**src/design/aarm_pkg.sv**
```systemverilog
// Shared constants, types and tables for the axis-angle rotation matrix block.
package aarm_pkg;

  localparam int CORDIC_STEPS = 16;
  localparam int FRAC_BITS    = 14;
  localparam int ATAN_ENTRIES = 24;

  localparam int ANGLE_W = 17;
  localparam int AXIS_W  = 16;
  localparam int ENTRY_W = 16;

  // CORDIC datapath widths: x and y carry 30 fraction bits, z is 2^-23 degree.
  localparam int XY_W = 33;
  localparam int Z_W  = 34;

  localparam int FULL_TURN    = 46080;
  localparam int HALF_TURN    = 23040;
  localparam int QUARTER_TURN = 11520;

  localparam logic signed [XY_W-1:0] GAIN_INIT = XY_W'(652032874);
  localparam logic signed [XY_W-1:0] ONE_Q30   = XY_W'(1073741824);

  typedef struct packed {
    logic signed [ANGLE_W-1:0] angle;
    logic signed [AXIS_W-1:0]  axis_x;
    logic signed [AXIS_W-1:0]  axis_y;
    logic signed [AXIS_W-1:0]  axis_z;
  } axis_req_t;

  typedef struct packed {
    logic signed [ENTRY_W-1:0] row0_col0;
    logic signed [ENTRY_W-1:0] row0_col1;
    logic signed [ENTRY_W-1:0] row0_col2;
    logic signed [ENTRY_W-1:0] row1_col0;
    logic signed [ENTRY_W-1:0] row1_col1;
    logic signed [ENTRY_W-1:0] row1_col2;
    logic signed [ENTRY_W-1:0] row2_col0;
    logic signed [ENTRY_W-1:0] row2_col1;
    logic signed [ENTRY_W-1:0] row2_col2;
  } matrix_t;

  // State carried between the CORDIC stages.
  typedef struct packed {
    logic signed [XY_W-1:0]   x;
    logic signed [XY_W-1:0]   y;
    logic signed [Z_W-1:0]    z;
    logic                     flip;
    logic signed [AXIS_W-1:0] axis_x;
    logic signed [AXIS_W-1:0] axis_y;
    logic signed [AXIS_W-1:0] axis_z;
  } rot_state_t;

  function automatic logic signed [Z_W-1:0] atan_deg23(input logic [4:0] i);
    logic signed [Z_W-1:0] v;
    case (i)
      5'd0:  v = Z_W'(377487360);
      5'd1:  v = Z_W'(222843801);
      5'd2:  v = Z_W'(117744544);
      5'd3:  v = Z_W'(59768969);
      5'd4:  v = Z_W'(30000467);
      5'd5:  v = Z_W'(15014858);
      5'd6:  v = Z_W'(7509261);
      5'd7:  v = Z_W'(3754860);
      5'd8:  v = Z_W'(1877459);
      5'd9:  v = Z_W'(938733);
      5'd10: v = Z_W'(469367);
      5'd11: v = Z_W'(234683);
      5'd12: v = Z_W'(117342);
      5'd13: v = Z_W'(58671);
      5'd14: v = Z_W'(29335);
      5'd15: v = Z_W'(14668);
      5'd16: v = Z_W'(7334);
      5'd17: v = Z_W'(3667);
      5'd18: v = Z_W'(1833);
      5'd19: v = Z_W'(917);
      5'd20: v = Z_W'(458);
      5'd21: v = Z_W'(229);
      5'd22: v = Z_W'(115);
      5'd23: v = Z_W'(57);
      default: v = '0;
    endcase
    return v;
  endfunction

endpackage

```
**src/design/aarm_if.sv**
```systemverilog
// Valid/ready channel interface carrying one payload.
interface aarm_if #(
  parameter type payload_t = logic
) (
  input logic clk
);
  logic     valid;
  logic     ready;
  payload_t data;

  modport source (output valid, output data, input ready);
  modport sink   (input valid, input data, output ready);
endinterface

```
**src/design/aarm_fold.sv**
```systemverilog
// Angle negation and folding into [-90, 90] degrees, one register stage.
module aarm_fold (
  input  logic                     clk,
  input  logic                     en,
  input  aarm_pkg::axis_req_t      req,
  output aarm_pkg::rot_state_t     st
);
  logic signed [18:0] neg;
  logic signed [18:0] r;
  logic signed [18:0] r2;
  logic               flip;

  always_comb begin
    neg = -19'(req.angle);
    r = neg;
    // Inputs up to one turn past either side: at most two corrections each way.
    if (r < -19'(aarm_pkg::HALF_TURN)) r = r + 19'(aarm_pkg::FULL_TURN);
    if (r < -19'(aarm_pkg::HALF_TURN)) r = r + 19'(aarm_pkg::FULL_TURN);
    if (r > 19'(aarm_pkg::HALF_TURN)) r = r - 19'(aarm_pkg::FULL_TURN);
    if (r > 19'(aarm_pkg::HALF_TURN)) r = r - 19'(aarm_pkg::FULL_TURN);
    // Minus one half turn maps to plus one half turn.
    if (r == -19'(aarm_pkg::HALF_TURN)) r = 19'(aarm_pkg::HALF_TURN);
    r2 = r;
    flip = 1'b0;
    if (r > 19'(aarm_pkg::QUARTER_TURN)) begin
      r2 = r - 19'(aarm_pkg::HALF_TURN);
      flip = 1'b1;
    end else if (r < -19'(aarm_pkg::QUARTER_TURN)) begin
      r2 = r + 19'(aarm_pkg::HALF_TURN);
      flip = 1'b1;
    end
  end

  always_ff @(posedge clk) begin
    if (en) begin
      st.x      <= aarm_pkg::GAIN_INIT;
      st.y      <= '0;
      // The folded angle fits in 18 signed bits; scale it by 2^16 into z.
      st.z      <= {r2[aarm_pkg::Z_W-17:0], 16'd0};
      st.flip   <= flip;
      st.axis_x <= req.axis_x;
      st.axis_y <= req.axis_y;
      st.axis_z <= req.axis_z;
    end
  end
endmodule

```
**src/design/aarm_cordic_stage.sv**
```systemverilog
// One registered CORDIC micro-rotation.
module aarm_cordic_stage #(
  parameter int STEP = 0
) (
  input  logic                 clk,
  input  logic                 en,
  input  aarm_pkg::rot_state_t st_in,
  output aarm_pkg::rot_state_t st_out
);
  aarm_pkg::rot_state_t st_next;
  logic signed [aarm_pkg::XY_W-1:0] dx;
  logic signed [aarm_pkg::XY_W-1:0] dy;
  logic signed [aarm_pkg::Z_W-1:0]  at;

  always_comb begin
    dx = st_in.y >>> STEP;
    dy = st_in.x >>> STEP;
    at = aarm_pkg::atan_deg23(5'(STEP));
    st_next = st_in;
    if (!st_in.z[aarm_pkg::Z_W-1]) begin
      st_next.x = st_in.x - dx;
      st_next.y = st_in.y + dy;
      st_next.z = st_in.z - at;
    end else begin
      st_next.x = st_in.x + dx;
      st_next.y = st_in.y - dy;
      st_next.z = st_in.z + at;
    end
  end

  always_ff @(posedge clk) begin
    if (en) st_out <= st_next;
  end
endmodule

```
**src/design/aarm_entry.sv**
```systemverilog
// Matrix entry arithmetic: products, sums, rounding and saturation in three stages.
module aarm_entry (
  input  logic                 clk,
  input  logic                 en,
  input  aarm_pkg::rot_state_t st,
  output aarm_pkg::matrix_t    mat
);
  localparam int F = aarm_pkg::FRAC_BITS;
  localparam int ACC_W = 64;

  // Stage A: c, s, t and the six pairwise axis products.
  logic signed [aarm_pkg::XY_W-1:0] c_a, s_a, t_a;
  logic signed [2*aarm_pkg::AXIS_W-1:0] p_a [6];
  logic signed [aarm_pkg::AXIS_W-1:0] ax_a, ay_a, az_a;
  // Stage B: p*t terms, r*s terms and scaled c.
  logic signed [ACC_W-1:0] pt_b [6];
  logic signed [ACC_W-1:0] rs_b [3];
  logic signed [ACC_W-1:0] c_b;
  logic signed [ACC_W-1:0] sum [9];
  logic signed [ACC_W-1:0] rnd [9];
  logic signed [aarm_pkg::ENTRY_W-1:0] sat [9];
  logic signed [aarm_pkg::XY_W-1:0] c_w, s_w;

  always_comb begin
    c_w = st.flip ? -st.x : st.x;
    s_w = st.flip ? -st.y : st.y;
  end

  always_ff @(posedge clk) begin
    if (en) begin
      c_a  <= c_w;
      s_a  <= s_w;
      t_a  <= aarm_pkg::ONE_Q30 - c_w;
      p_a[0] <= st.axis_x * st.axis_x;
      p_a[1] <= st.axis_x * st.axis_y;
      p_a[2] <= st.axis_x * st.axis_z;
      p_a[3] <= st.axis_y * st.axis_y;
      p_a[4] <= st.axis_y * st.axis_z;
      p_a[5] <= st.axis_z * st.axis_z;
      ax_a <= st.axis_x;
      ay_a <= st.axis_y;
      az_a <= st.axis_z;
    end
  end

  always_ff @(posedge clk) begin
    if (en) begin
      for (int k = 0; k < 6; k++) begin
        pt_b[k] <= (ACC_W'(p_a[k]) * ACC_W'(t_a)) >>> F;
      end
      rs_b[0] <= ACC_W'(ax_a) * ACC_W'(s_a);
      rs_b[1] <= ACC_W'(ay_a) * ACC_W'(s_a);
      rs_b[2] <= ACC_W'(az_a) * ACC_W'(s_a);
      c_b     <= ACC_W'(c_a) <<< F;
    end
  end

  always_comb begin
    sum[0] = pt_b[0] + c_b;
    sum[1] = pt_b[1] - rs_b[2];
    sum[2] = pt_b[2] + rs_b[1];
    sum[3] = pt_b[1] + rs_b[2];
    sum[4] = pt_b[3] + c_b;
    sum[5] = pt_b[4] - rs_b[0];
    sum[6] = pt_b[2] - rs_b[1];
    sum[7] = pt_b[4] + rs_b[0];
    sum[8] = pt_b[5] + c_b;
    for (int k = 0; k < 9; k++) begin
      rnd[k] = (sum[k] + (ACC_W'(1) <<< 29)) >>> 30;
      if (rnd[k] > ACC_W'(32767)) sat[k] = 16'sh7fff;
      else if (rnd[k] < -ACC_W'(32768)) sat[k] = 16'sh8000;
      else sat[k] = rnd[k][aarm_pkg::ENTRY_W-1:0];
    end
  end

  always_ff @(posedge clk) begin
    if (en) begin
      mat.row0_col0 <= sat[0];
      mat.row0_col1 <= sat[1];
      mat.row0_col2 <= sat[2];
      mat.row1_col0 <= sat[3];
      mat.row1_col1 <= sat[4];
      mat.row1_col2 <= sat[5];
      mat.row2_col0 <= sat[6];
      mat.row2_col1 <= sat[7];
      mat.row2_col2 <= sat[8];
    end
  end
endmodule

```
**src/design/axis_angle_rotation_matrix.sv**
```systemverilog
// Axis-angle rotation matrix built as one registered pipeline.
// Throughput one request per cycle; the whole pipeline advances when the output
// register is empty or being taken, so a stall freezes every stage together.
// Depth is set by one register per CORDIC micro-rotation plus fold and three
// arithmetic stages. Synchronous active-high reset clears the valid bits only.
module axis_angle_rotation_matrix #(
  parameter int CORDIC_STEPS = aarm_pkg::CORDIC_STEPS
) (
  input  logic  clk,
  input  logic  rst,
  aarm_if.sink   req,
  aarm_if.source rsp
);
  localparam int DEPTH = 1 + CORDIC_STEPS + 3;

  // One valid bit per pipeline stage; the last one is the output register.
  logic [DEPTH-1:0] vld;
  logic             adv;

  aarm_pkg::rot_state_t st [CORDIC_STEPS+1];

  // The pipeline moves whenever the final stage is free or being drained.
  assign adv       = !vld[DEPTH-1] || rsp.ready;
  assign req.ready = adv;
  assign rsp.valid = vld[DEPTH-1];

  always_ff @(posedge clk) begin
    if (rst) begin
      vld <= '0;
    end else if (adv) begin
      vld <= {vld[DEPTH-2:0], req.valid};
    end
  end

  aarm_fold u_fold (
    .clk (clk),
    .en  (adv),
    .req (req.data),
    .st  (st[0])
  );

  for (genvar g = 0; g < CORDIC_STEPS; g++) begin : g_cordic
    aarm_cordic_stage #(.STEP(g)) u_stage (
      .clk    (clk),
      .en     (adv),
      .st_in  (st[g]),
      .st_out (st[g+1])
    );
  end

  aarm_entry u_entry (
    .clk (clk),
    .en  (adv),
    .st  (st[CORDIC_STEPS]),
    .mat (rsp.data)
  );

  // A request taken while the output stalls would be lost.
  a_no_accept_on_stall: assert property (@(posedge clk) disable iff (rst)
    (rsp.valid && !rsp.ready) |-> !req.ready)
    else $error("request accepted during output stall");

  // A request accepted shows up as a valid bit in the first stage.
  a_first_stage: assert property (@(posedge clk) disable iff (rst)
    (req.valid && req.ready) |=> vld[0])
    else $error("accepted request lost at entry");

  // A stalled pipeline keeps its valid pattern.
  a_hold: assert property (@(posedge clk) disable iff (rst)
    (!adv) |=> $stable(vld))
    else $error("valid bits moved during stall");
endmodule
```
**src/flat_wrapper.sv**
```systemverilog
// flat-port wrapper written by rule: the top's interface ports become plain ports
module axis_angle_rotation_matrix_flat 
#(
  parameter int CORDIC_STEPS = aarm_pkg::CORDIC_STEPS
)
  (clk, rst, req_valid, req_data, req_ready, rsp_valid, rsp_data, rsp_ready);
  aarm_if req_i (.clk(clk));
  aarm_if rsp_i (.clk(clk));
  input  logic clk;
  input  logic rst;
  input wire logic [$bits(req_i.valid)-1:0] req_valid;
  input wire logic [$bits(req_i.data)-1:0] req_data;
  output wire logic [$bits(req_i.ready)-1:0] req_ready;
  output wire logic [$bits(rsp_i.valid)-1:0] rsp_valid;
  output wire logic [$bits(rsp_i.data)-1:0] rsp_data;
  input wire logic [$bits(rsp_i.ready)-1:0] rsp_ready;
  assign req_i.valid = req_valid;
  assign req_i.data = req_data;
  assign req_ready = req_i.ready;
  assign rsp_valid = rsp_i.valid;
  assign rsp_data = rsp_i.data;
  assign rsp_i.ready = rsp_ready;
  axis_angle_rotation_matrix #(.CORDIC_STEPS(CORDIC_STEPS)) u_core (.clk(clk), .rst(rst), .req(req_i), .rsp(rsp_i));
endmodule
```
**config.mk**
```make
export PLATFORM = sky130hd
export DESIGN_NAME = axis_angle_rotation_matrix_flat
export DESIGN_NICKNAME = d
export VERILOG_FILES = /design/src/design/aarm_pkg.sv /design/src/design/aarm_if.sv /design/src/design/aarm_fold.sv /design/src/design/aarm_cordic_stage.sv /design/src/design/aarm_entry.sv /design/src/design/axis_angle_rotation_matrix.sv /design/src/flat_wrapper.sv
export SDC_FILE = /design/constraint.sdc
export NUM_CORES = 1
export LEC_CHECK = 0
export BUFFER_PORTS_ARGS = -buffer_cell sky130_fd_sc_hd__buf_2
export CAP_MARGIN = 5
export CORE_ASPECT_RATIO = 1.2
export CORE_UTILIZATION = 35
export CTS_BUF_LIST = sky130_fd_sc_hd__clkbuf_16
export DETAILED_ROUTE_END_ITERATION = 16
export PLACE_DENSITY = 0.61
export REMOVE_ABC_BUFFERS = 1
export SLEW_MARGIN = 10
export SYNTH_ARGS = -nofsm -noshare
export SYNTH_HDL_FRONTEND = slang
export SYNTH_SLANG_ARGS = --single-unit
```
**constraint.sdc**
```tcl
create_clock -name clk -period 1.79 [get_ports clk]
set_clock_uncertainty 0.2 [all_clocks]
set_input_delay 0.179 -clock clk [delete_from_list [all_inputs] [get_ports clk]]
set_output_delay 0.179 -clock clk [all_outputs]
set_load 0.05 [all_outputs]
```
# --- Yosys cells after proc, flatten, opt, wreduce, memory -nomap -nowiden ---
# Memory sizes are Yosys's and may differ from the RTL's.
# Index checks and enable logic that the tools add are counted.
op_classes:
  n_addsub: 2
  order_cmp: 2
  n_mux: 3
  reduce_logical: 2
op_table:
  columns: ["cell", "count"]
  rows:
  - ["64-bit by 31-bit adder with 64-bit output, second input constant", 1]
  - ["64-bit by 45-bit adder with 64-bit output, second input constant", 1]
  - ["34-bit by 16-bit greater-than comparator with 1-bit output, second input constant", 1]
  - ["34-bit by 16-bit less-than comparator with 1-bit output, second input constant", 1]
  - ["1-bit 2-to-1 mux", 3]
  - ["1-bit zero test", 1]
  - ["1-bit logical OR", 1]
word_totals:
  ram_bits: 384
  inputBits: 5
  register_bits: 21
  elab_cells: 12
  memories: 1
  out_inout_bits: 3
mem_list:
  columns: ["name", "depth", "word_bits", "rd", "rd_clocked_by_memory_dff", "wr", "line_no", "source"]
  rows:
  - ["u_core.u_entry.pt_b", 6, 64, 1, 0, 6, "aarm_entry.sv:16", "logic signed [ACC_W-1:0] pt_b [6];"]

# --- Logic depth before layout (Yosys ltp) ---
# An unclocked memory read counts as a cell.
logic_depth:
  word_depth: 5
  ltp_mapped: 4
  ltp_nobuf: 3

# --- Hierarchy ---
# A second synthesis with hierarchy kept.
hier_totals:
  cells_unflattened: 55457
  area_unflattened_um2: 546143.8
modules_own_cells:
  columns: ["mod", "n_inst", "seq_area_each_um2", "area_each_um2", "cells_per_inst"]
  rows:
  - ["aarm_entry", 1, 27446.3, 369305.4, 38170]
  - ["aarm_cordic_stage (u_core.g_cordic[10].u_stage)", 1, 4474.3, 11395.9, 1131]
  - ["aarm_cordic_stage (u_core.g_cordic[5].u_stage)", 1, 4474.3, 11029.3, 1095]
  - ["aarm_cordic_stage (u_core.g_cordic[4].u_stage)", 1, 4474.3, 10821.6, 1076]
  - ["aarm_cordic_stage (u_core.g_cordic[13].u_stage)", 1, 4474.3, 10776.6, 1060]
  - ["aarm_cordic_stage (u_core.g_cordic[1].u_stage)", 1, 4474.3, 10754.1, 1050]
  - ["aarm_cordic_stage (u_core.g_cordic[7].u_stage)", 1, 4474.3, 10725.3, 1037]
  - ["aarm_cordic_stage (u_core.g_cordic[3].u_stage)", 1, 4474.3, 10711.5, 1064]
  - ["aarm_cordic_stage (u_core.g_cordic[9].u_stage)", 1, 4474.3, 10672.7, 1043]
  - ["aarm_cordic_stage (u_core.g_cordic[2].u_stage)", 1, 4474.3, 10577.6, 1041]
  - ["aarm_cordic_stage (u_core.g_cordic[14].u_stage)", 1, 4474.3, 10576.4, 1037]
  - ["aarm_cordic_stage (u_core.g_cordic[6].u_stage)", 1, 4474.3, 10572.6, 1012]
  - ["aarm_cordic_stage (u_core.g_cordic[8].u_stage)", 1, 4474.3, 10485.1, 1022]
  - ["aarm_cordic_stage (u_core.g_cordic[0].u_stage)", 1, 4444.3, 10453.8, 1047]
  - ["5 more rows", null, null, null, null]

# --- Least setup slack after synthesis ---
# No wires, ideal clock.
synth_path:
  path_type: "flip-flop to flip-flop"
  startpoint: "register u_core.vld[19]"
  endpoint: "register u_core.vld[10]"
  synth_period_minus_slack_ns: 1.556
  stages_incl_launch_ff: 5
  setup_slack_ns: 0.234
  arrival_time_ns: 1.284
  required_time_ns: 1.518
  n_path_buf: 2
  path_cell_list: "dfxtp_1 > nor2b_4 > buf_6 > buf_6 > mux2i_1"
synth_between:
  elab_chain_cells: 2
synth_rtl:
  columns: ["element", "line_no", "source"]
  rows:
  - ["start: declaration", "axis_angle_rotation_matrix.sv:17", "logic [DEPTH-1:0] vld;"]
  - ["start signal: assignment", "axis_angle_rotation_matrix.sv:31", "vld <= {vld[DEPTH-2:0], req.valid};"]
  - ["1-bit zero test", "axis_angle_rotation_matrix.sv:23", "assign adv = !vld[DEPTH-1] || rsp.ready;"]
  - ["1-bit logical OR", "axis_angle_rotation_matrix.sv:23", null]
# No other way between the ends.
# A chain may end at the register's enable or synchronous reset.

# --- Worst setup path in the final report ---
layout_path:
  startpoint: "register u_core.vld[19]"
  endpoint: "output req_ready"
layout_between:
  elab_chain_cells: 2
layout_rtl:
  columns: ["element", "line_no", "source"]
  rows:
  - ["1-bit zero test", "axis_angle_rotation_matrix.sv:23", null]
  - ["1-bit logical OR", "axis_angle_rotation_matrix.sv:23", null]
  - ["end: declaration", "flat_wrapper.sv:13", "output wire logic [$bits(req_i.ready)-1:0] req_ready;"]
# No other way between the ends.

==> summary.txt <==
CTS
  – CTS tree: done
  – Clk slew on worst S/H paths: 0.05 ns
  – Clock Latency Late Sink: 0.25 ns
  – TritonCTS Buffers: 3
  – CTS max path bufs: 2
  – PostCTS Resize Cnt: 0
  – Htree depth: 1
  – Clock sinks: 20
  – CTS root buf: clkbuf_16

Setup path
  – CP max-delay cell: dfxtp_1
  – FF-to-FF Start: u_core.vld[19]$_SDFFE_PP0P_
  – Setup CP Type: reg -> out
  – WP data arrival: 1.10 ns
  – Crit path cell chain: nor2b_4 -> inv_4 -> buf_2
  – Critical Path Sink Type: primary output
  – Critical path buffer and inverter count: 2
  – Startpoint types: flip-flop
  – Reg2Reg Depth: 3
  – Crit-path leading delay family: buffers and inverters
  – Worst setup path startpoint: u_core.vld[19]$_SDFFE_PP0P_
  – CP Max Fanout: 9
  – Crit path largest cell delay: 0.31 ns
  – Levels on crit path: 3
  – CP required: 1.41 ns

Floorplan
  – Rows: 18
  – Core Region: 2090 sq um
  – Starting Density: 0.375
  – # IOs: 8
  – Die area: 2440 sq um
  – Die width: 45.3 microns
  – Die Height: 53.9 microns

Power and ir drop
  – PwrDens: 1020 nW/um^2
  – P_int: 0.758 mW
  – Logic gate share of total power: 0.027
  – Worst VDD drop: 0.573 mV
  – Sw Share: 0.178
  – Sequential power share: 0.488
  – P_leak: 0.356 nW
  – Clk network pwr share: 0.485
  – NetSw: 0.164 mW

Placement
  – DP HPWL: 618 microns
  – Placed cell count: 100
  – GP Congestion: 0.604
  – PortBufs: 5
  – Pre-CTS setup slack: 0.554 ns

Drt
  – Drt first pass iters: 2
  – Wirelength per Cell: 9.16 microns
  – Via-per-instance ratio: 4.20
  – WL final: 962 microns
  – M1 WL: 505 microns
  – Via count: 441
  – WL met2: 406 microns
  – Metal3 WL: 31 microns
  – Initial DRC Count: 1
  – Detailed-route DRC error count: 0
  – Max layer used: met4
  – ANT nets after route: 0

Timing
  – Setup violators final: 0
  – Setup TNS: 0 ns
  – Period utilization: 0.825
  – RSZ-0062 raised after global routing: no
  – PnR worst setup slack: 0.314 ns
  – FMAX: 677 MHz
  – Count of final hold-check violations: 0
  – Pins Over Slew Limit: 0
  – Minimum clock period: 1.48 ns

Job
  – Max Cap Violations: 0

Worst hold path
  – Worst Hold Path Cells: 3
  – Hold Startpoint: rsp_ready
  – Min-Delay Path Class: in -> reg

GRT
  – Initial antenna violation count: 0
  – GR Util All Layers: 0.103
  – First-pass GRT wire length: 1760 microns
  – Gr ovfl total: 0
  – Largest net degree at the start of global routing: 22
  – Vias in the first global route: 416

Layout
  – Layout net count: 81
  – Largest regs: u_core.vld x20
  – Antenna Cells: 0
  – Share of cells above drive strength 1: 0.147
  – Max reg flops: 20
  – Post-route insts no fill: 105
  – Biggest register: u_core.vld
  – Area delta synth->final: 15.4%

Yosys
  – Seq cells post-synth: 20
  – Register area share after synthesis: 0.510
  – Netlist cell types: 13
  – Mapped Cells: 69
  – Post-synthesis cell area: 786 sq um
  – Yosys warns: 0
  – Syn_area_per_cell: 11.4 sq um

Outcome
  – Outcome: finished clean
## power groups by stage
stage | Combinational, mW | Sequential (mW) | Clock, mW
finish | 0.0249 | 0.450 | 0.447
global route | 0.0272 | 0.450 | 0.478
CTS | 0.0253 | 0.450 | 0.463
detailed placement | 0.0235 | 0.459 | 0
global placement | 0.0232 | 0.459 | 0
floorplan | 0.0142 | 0.459 | 0
## metal layers
layer  vias to the layer above  global-route usage
li1                        236                   -
met5                         -                   0
met4                         0              0.0758
met3                         2              0.0302
met2                         9               0.150
met1                       194               0.129
## kinds of logic after synthesis
| family | Yosys count | share of synthesized area |
|---|---|---|
| AOI/OAI and AO/OA | 2 | 0.0127 |
| buffers and inverters | 7 | 0.0605 |
| DFF | 20 | 0.510 |
| muxes | 18 | 0.229 |
| other | 1 | 0.00477 |
| and+or+nand+nor | 21 | 0.183 |
## tightest hold or removal path: cells and delay by family
family / cells / cell delay [ns]
and+or+nand+nor: 1 / 0.11
AOI/OAI and AO/OA: 1 / 0.06
buffers and inverters: 1 / 0.11
## final timing paths
check	end	slack, ns
hold reg to reg	u_core.vld[19]$_SDFFE_PP0P_	0.24
setup reg to reg	u_core.vld[14]$_SDFFE_PP0P_	0.56
setup / recovery	req_ready	0.31
hold / removal	u_core.vld[18]$_SDFFE_PP0P_	0.06
## timing repair
action,in CTS,in global routing
hold endpoints to repair,1,0
setup buffers,0,0
setup endpoints to repair,0,0
hold buffers,1,0
## layout make-up
| cell class | instances | area (sq um) |
|---|---|---|
| Timing Repair Buffer | 7 | 42.5 |
| Multi-Input combinational cell | 42 | 338 |
| Fill cell | 207 | 1190 |
| Clock inverter | 1 | 3.75 |
| Inverter | 2 | 10.0 |
| Tap cell | 30 | 37.5 |
| Sequential cell | 20 | 400 |
| Clock buffer | 3 | 75.1 |
## cells in the final DEF (no fill, tap or decap)
master and instances:
a21oi_1 1, buf_2 5, buf_4 1, clkbuf_16 3, clkinv_1 1, conb_1 1, dfxtp_1 20, dlygate4sd3_1 1
inv_1 1, inv_4 1, mux2i_1 18, nand2b_1 19, nor2b_4 1, o21ai_0 1, or4bb_1 1
## synthesized netlist by cell type
master / instances / area share
dfxtp_1: 20 / 0.51
nand2b_1: 19 / 0.15
mux2i_1: 18 / 0.23
buf_6: 2 / 0.029
clkbuf_1: 2 / 0.0096
a21oi_1: 1 / 0.0064
buf_4: 1 / 0.0096
conb_1: 1 / 0.0048
inv_1: 1 / 0.0048
inv_4: 1 / 0.0080
nor2b_4: 1 / 0.018
o21ai_0: 1 / 0.0064
or4bb_1: 1 / 0.014
## per-stage QoR
step	hold slack, ns	util	instance area (sq um)	power, mW
after detailed placement	0.239	0.391	818	0.483
after global placement	0.232	0.391	818	0.483
after CTS	0.0562	0.433	907	0.938
after floorplan	0.0481	-	748	0.473
after global routing	0.0933	0.433	907	0.955
final	0.0572	0.433	907	0.922
Power figures use the tool's default switching activity.
